===== src/dpcs_pkg.sv =====
// ----------------------------------------------------------------------------
// dpcs_pkg
// Shared constants, codes and transaction types of the path chain store.
// ----------------------------------------------------------------------------
package dpcs_pkg;

    localparam int STORE_BYTES    = 65536;
    localparam int MAX_COLOURS    = 64;
    localparam int MAX_BASES      = 1024;
    localparam int LEN_FIELD_BITS = 15;
    localparam int PACK_BYTES     = (MAX_BASES + 3) / 4;
    localparam int LINK_BYTES     = 8;
    localparam int WORD_BYTES     = 2;

    localparam int ADDR_W  = $clog2(STORE_BYTES);
    localparam int PACK_AW = $clog2(PACK_BYTES);
    localparam int CNT_W   = $clog2(MAX_BASES + 1);

    localparam logic [1:0] ST_APPENDED = 2'd0;
    localparam logic [1:0] ST_MERGED   = 2'd1;
    localparam logic [1:0] ST_NO_SPACE = 2'd2;

    localparam logic [1:0] CFG_NUM_COLOURS = 2'd0;
    localparam logic [1:0] CFG_STORE_SIZE  = 2'd1;

    typedef struct packed {
        logic              we;
        logic [ADDR_W-1:0] waddr;
        logic [7:0]        wdata;
        logic [ADDR_W-1:0] raddr_a;
        logic [ADDR_W-1:0] raddr_b;
    } t_rec_req;

    typedef struct packed {
        logic       push;
        logic       last;
        logic [1:0] base;
    } t_pack_ctl;

endpackage


===== src/dpcs_pack.sv =====
// ----------------------------------------------------------------------------
// dpcs_pack
// Packs incoming bases four to a byte into the path buffer.
// ----------------------------------------------------------------------------
module dpcs_pack
    import dpcs_pkg::*;
(
    input  logic               i_clk,
    input  logic               i_rst_n,
    input  t_pack_ctl          i_ctl,
    input  logic [PACK_AW-1:0] i_raddr,
    output logic [7:0]         o_rdata,
    output logic [CNT_W-1:0]   o_count
);

    logic [7:0]       r_mem [PACK_BYTES];
    logic [7:0]       r_rdata;
    logic [7:0]       r_byte;
    logic [CNT_W-1:0] r_count;
    logic [7:0]       n_byte;
    logic             room;

    assign room = (r_count < CNT_W'(MAX_BASES));

    always_comb begin
        if (r_count[1:0] == 2'd0) begin
            n_byte = {6'd0, i_ctl.base};
        end else begin
            n_byte = r_byte | (8'({6'd0, i_ctl.base}) << {r_count[1:0], 1'b0});
        end
    end

    always_ff @(posedge i_clk) begin
        if (i_ctl.push && room) begin
            r_mem[r_count[PACK_AW+1:2]] <= n_byte;
            r_byte <= n_byte;
        end
        r_rdata <= r_mem[i_raddr];
    end

    always_ff @(posedge i_clk) begin
        if (!i_rst_n) begin
            r_count <= '0;
        end else if (i_ctl.push) begin
            if (i_ctl.last) begin
                r_count <= '0;
            end else if (room) begin
                r_count <= r_count + CNT_W'(1);
            end
        end
    end

    assign o_rdata = r_rdata;
    assign o_count = r_count;

endmodule


===== config.mk =====
export PLATFORM = sky130hd
export DESIGN_NAME = dpcs_pack
export DESIGN_NICKNAME = d
export VERILOG_FILES = /design/src/dpcs_pkg.sv /design/src/dpcs_pack.sv
export SDC_FILE = /design/constraint.sdc
export NUM_CORES = 2
export LEC_CHECK = 0
export ABC_AREA = 1
export BUFFER_PORTS_ARGS = -buffer_cell sky130_fd_sc_hd__buf_4
export CAP_MARGIN = 20
export CELL_PAD_IN_SITES_DETAIL_PLACEMENT = 0
export CELL_PAD_IN_SITES_GLOBAL_PLACEMENT = 2
export CORE_MARGIN = 1.5
export CORE_UTILIZATION = 40
export CTS_BUF_LIST = sky130_fd_sc_hd__clkbuf_4 sky130_fd_sc_hd__clkbuf_8
export DETAILED_ROUTE_END_ITERATION = 10
export PLACE_DENSITY = 0.8
export SKIP_LAST_GASP = 1
export SLEW_MARGIN = 20
export SYNTH_ARGS = -nofsm -noshare
export SYNTH_HDL_FRONTEND = slang
export SYNTH_SLANG_ARGS = --single-unit

===== constraint.sdc =====
create_clock -name i_clk -period 10.4 [get_ports i_clk]
set_input_delay 1.04 -clock i_clk [delete_from_list [all_inputs] [get_ports i_clk]]
set_output_delay 1.04 -clock i_clk [all_outputs]
set_load 0.02 [all_outputs]

; ---- Yosys cells after proc, flatten, opt, wreduce, memory -nomap -nowiden
; Memories as Yosys holds them, arrays and structs flattened. A register that Yosys moved wholly into a read port is not among the register bits.
; Index checks and enable logic that the tools add are counted.
[totals]
register_bits = 19
in_bits = 14
ram_bits = 2048
mem_count = 1
[mem_list]
columns = name, words, width, read_ports, rd_ports_with_merged_regs, write_ports, line
row1 = r_mem, 256, 8, 1, 1, 1, dpcs_pack.sv:16  ; logic [7:0] r_mem [PACK_BYTES];
[classes]
n_reduce_logical = 4
bitwise = 1
n_addsub = 1
shifts = 1
muxes = 5
magnitude_cmp = 1
[op_table]
columns = op, count
row1 = 11-bit 2-to-1 mux, 2
row2 = "11-bit by 1-bit adder with 11-bit output, second input constant", 1
row3 = "11-bit less-than comparator, second input constant", 1
row4 = 8-bit 2-to-1 mux, 1
row5 = 8-bit bitwise OR, 1
row6 = 2-bit by 3-bit left shift with 8-bit output, 1
row7 = 2-bit zero test, 1
row8 = 1-bit 2-to-1 mux, 2
row9 = 2-bit AND reduction, 1
row10 = 2-bit nonzero test, 1
row11 = 1-bit logical AND, 1

; ---- Depth between registers and ports, before layout
[depth]
depth_word = 4
depth_mapped = 15
mapped_depth_nobuf = 11

; ---- Worst setup path after synthesis
; Ideal clock, no wire load.
[synth_timing]
path_kind = flip-flop to flip-flop
start = reg r_count[1], in the netlist o_count[1]
end = reg r_byte[0], data pin
arrival_ps = 8038
synth_period_minus_slack_ps = 9617
path_stages_with_launch = 7
setup_slack_ps = 783
setup_ps = 1578
path_buffers = 1
cell_sequence = dfxtp_1 inv_1 ha_1 clkbuf_1 inv_1 nor2_1 a21oi_1
[synth_between]
elab_chain_cells = 3
word_cells_on_any_way = 4
[synth_lines]
columns = element, line
row1 = "start, declared", dpcs_pack.sv:19  ; logic [CNT_W-1:0] r_count;
row2 = "start signal, assigned", dpcs_pack.sv:48  ; r_count <= r_count + CNT_W'(1);
row3 = 2-bit by 3-bit left shift with 8-bit output, dpcs_pack.sv:29  ; n_byte = r_byte | (8'({6'd0, i_ctl.base}) << {r_count[1:0], 1'b0});
row4 = 8-bit bitwise OR, dpcs_pack.sv:29
row5 = 8-bit 2-to-1 mux (*), dpcs_pack.sv:26  ; if (r_count[1:0] == 2'd0) begin
row6 = net n_byte[0], dpcs_pack.sv:20  ; logic [7:0] n_byte;
row7 = "end signal, assigned", dpcs_pack.sv:36  ; r_byte <= n_byte;
row8 = "end, declared", dpcs_pack.sv:18  ; logic [7:0] r_byte;
; The timed path passes the listed nets; every way through them passes the cells marked *.
; A chain may end at the register's enable or synchronous reset.

; ---- Worst setup path after layout
[layout_timing]
start = reg r_count[0], in the netlist o_count[0]
end = mem r_mem[111][4], data pin
[layout_between]
elab_chain_cells = 3
word_cells_on_any_way = 4
[layout_lines]
columns = element, line
row1 = 2-bit by 3-bit left shift with 8-bit output, dpcs_pack.sv:29
row2 = 8-bit bitwise OR, dpcs_pack.sv:29
row3 = 8-bit 2-to-1 mux (*), dpcs_pack.sv:26
row4 = net n_byte[4], dpcs_pack.sv:20
row5 = "end, declared", dpcs_pack.sv:16
; Marked as above.

==> metrics list <==
- Finish-stage setup viols: 0
- Clock tree synthesis inserted a total of 354 buffers.
* Number of hold buffers added after cts: 0
- Minimum setup slack among reg-to-reg paths: 6.03 ns
* Number of buffers inserted by post-CTS setup repair: 0
- Of all nets on the critical path, the largest fanout is 95.
- CTS HTree Levels: 5
* Reg2reg start: o_count[0]
- Total global-route track usage: 0.225
* Net count after synthesis: 7112
- Among all cell types in the netlist, the one instantiated most often is nand2_1.
- Routability-driven placement finished with a final weighted congestion of 0.803.
- Max VDD drop: ~100 uV
- Yosys warnings: 0
- Total number of nets in the final design: 7083
- Pin placement for this block handled 33 I/O pins.
* CTS root buf: clkbuf_8
- Kind of critical path: register to register
- The run finished with clean final reports.
* DRC Markers: 0
- In this run the power density over the cells is 186 nW/um2.
- A synthesized cell averages roughly 12 um2.
- Port buffering added 32 buffers.
- The netlist uses 27 different library cells.
* CP Launch Type: register
* Most common library cells after synthesis: 2127 x nand2_1, 2056 x edfxtp_1, 2027 x nand3_1
* Pin count of the biggest net entering global routing: 261
- Vias per inst: 5.39
- Die boundary height: 462 um
- HPWL Detailed: around 130 mm
* Main flop type after synthesis: edfxtp_1
* Highest attainable clock frequency: approximately 230 MHz
- The number of gates resized after CTS was 0.
* Max-cap violations: 0
* HP Class: input pin to register
* Synth top area cells: edfxtp_1 73%, nand3_1 12%, nand2_1 9.5%, buf_2 1.5%, nor2_1 1.3%
* Worst Tran Pin Value: 1.32 ns
* Post-synthesis instance area: 84300 um2
- Gate count of the mapped netlist: 7096
- Detail Route Antenna Nets: 0
- Cell leakage power: 0.0321 uW
- After the first detailed-routing iteration, the DRC count stood at 5580.
- Share of async-settable or async-resettable flops after synthesis: 0
* Worst clock skew on the final layout: 0.0694 ns
- Number of sinks driven by the clock tree: 2075
* Wire length of the first global-routing pass: about 360 mm
- The floorplan step defined a die boundary enclosing 213000 um2.
* Depth of the worst register-to-register path: 5
- RSZ-0062 raised after global routing: false
* Number of enable-type register cells in the synthesized netlist: 2056
* Initial standard-cell utilization of the core: 0.402
- Number of rows in the core area: ~170
- Overflow left after global routing: 0
* Clock transition at the registers of the reported paths: 0.06 ns
- Data required, critical path: 11.08 ns
- The first detailed-routing pass took 7 iterations.
- Worst setup path startpoint: o_count[0]
* Aggregate routed wire length: 243 mm
- Synthesis-stage register bit count: 2075
- Die outline width: around 460 um
- Worst max-slew margin expressed relative to the limit: 0.121
* Period utilisation layout: 0.420
- After layout, the minimum clock period comes to around 4.4 ns.
- Number of global-route vias before repair: approximately 52000
- At the end of the flow the core is filled with cells to 0.444.
* Synthesis-to-finish area growth: 10.3%
- Kind of end point of the critical path: register
- Arrival time reported for the critical path endpoint: 5.05 ns
* RR Endpoint: r_mem[111][4]
* Average routed wire per standard cell: 24.0 um
- Setup total negative slack on the finished layout was measured at 0 ns.
- Sequential fraction of the synthesis area: 0.737
* Total vias in the final route: 54600
- The clock reaches the later pin of the worst-skew pair after 1.09 ns.
- The critical path ends at r_mem[111][4].
- Final count of hold timing violations: 0
- In this run the deepest clock path goes through 4 buffers.
- The number of antenna violations at the first check in global routing was 8.
* Max-slew violation count: 0
* CORE AREA: 210000 um2
- Cell type with the largest total area after synthesis: edfxtp_1
* Proportion of layout cells with a drive suffix above 1: 0.0887
- CTS tree: yes
- The share of synthesized area in the top cell type comes to 0.733.
-- final cells by class --
class / count / area [um2]
fillers: 19300 / 117000
well taps: 2805 / 3510
flip-flops and latches: 2075 / 62100
inverters: 53 / 233
repair buffers: 99 / 986
clock inverters: 126 / 667
diodes: 10 / 25.0
clock buffers: 476 / 5860
multi-input cells: 4484 / 19600
-- registers in the layout (all words and copies together) (netlist names) --
name,count
r_mem,2048
o_count,11
o_rdata,8
r_byte,8
-- cells in the final DEF, fill, tap and decap left out, types with 3 or more instances in the layout --
| cell | n |
|---|---|
| nand3_1 | 2027 |
| buf_8 | 3 |
| edfxtp_1 | 2056 |
| diode_2 | 10 |
| a21oi_4 | 6 |
| a21oi_1 | 9 |
| buf_12 | 17 |
| nand2_2 | 12 |
| nor2_1 | 292 |
| clkbuf_8 | 366 |
| clkinv_1 | 83 |
| clkbuf_4 | 110 |
| nor3_1 | 4 |
| nand2_1 | 2114 |
| bufinv_16 | 5 |
| dfxtp_1 | 19 |
| o21ai_0 | 4 |
| clkinvlp_4 | 6 |
| clkinv_2 | 32 |
| buf_4 | 77 |
| nor2_4 | 3 |
| inv_1 | 47 |
-- through the flow --
| step | std cells | instance area (um2) | total power (uW) | setup WS, ns | hold WS, ns |
|---|---|---|---|---|---|
| CTS | 10100 | 92900 | 17400 | 6.03 | 0.257 |
| floorplan | 7096 | 84300 | 10100 | 0.783 | 0.551 |
| global placement | 9516 | 86400 | 10400 | 5.14 | 0.543 |
| detailed placement | 9516 | 86400 | 10500 | 5.15 | 0.550 |
| global route | 10100 | 93000 | 17800 | 5.80 | 0.302 |
| finish | 10100 | 93000 | 17300 | 6.03 | 0.321 |
-- per-layer routing --
| layer | GRT usage | vias to the layer above | share of wire |
|---|---|---|---|
| met5 | 0 | - | 0 |
| met3 | 0.0353 | 423 | 0.064 |
| met2 | 0.350 | 1911 | 0.46 |
| met1 | 0.319 | 27100 | 0.44 |
| li1 | - | 25200 | - |
| met4 | 0.0809 | 0 | 0.033 |
-- cell families after synthesis --
logic type               share of synthesized area
AO/OA/AOI/OAI                              0.00169
adder cells (fa/ha/maj)                   0.000297
buffers and inverters                       0.0320
flip-flops                                   0.737
AND/OR/NAND/NOR                              0.229
-- critical path: stages, from the launching register on --
cell and delay, ns:
dfxtp_1 0.57, inv_2 0.15, ha_1 0.47, a21oi_4 0.91, buf_4 0.79, buf_4 0.97
-- worst min-delay path by stage --
| stage | cells after the start | startpoint | slack (ns) | endpoint |
|---|---|---|---|---|
| 3_5_place_dp | 1 | o_count[6] | 0.55 | o_count[6] |
| 6_report | 3 | i_raddr[7] | 0.32 | o_rdata[2] |
| 5_1_grt | 3 | i_raddr[7] | 0.30 | o_rdata[3] |
| 3_3_place_gp | 1 | o_count[6] | 0.54 | o_count[6] |
| 4_1_cts | 3 | i_raddr[7] | 0.26 | o_rdata[2] |
| 2_1_floorplan | 2 | o_count[10] | 0.55 | o_count[10] |
-- power breakdown --
group	leakage (uW)	internal, uW	switching, uW
Sequential	0.0187	9240	8.85
Combinational	0.00998	228	802
Clock	0.00346	3750	3250
Note: power is estimated with default switching activity, not from simulation.
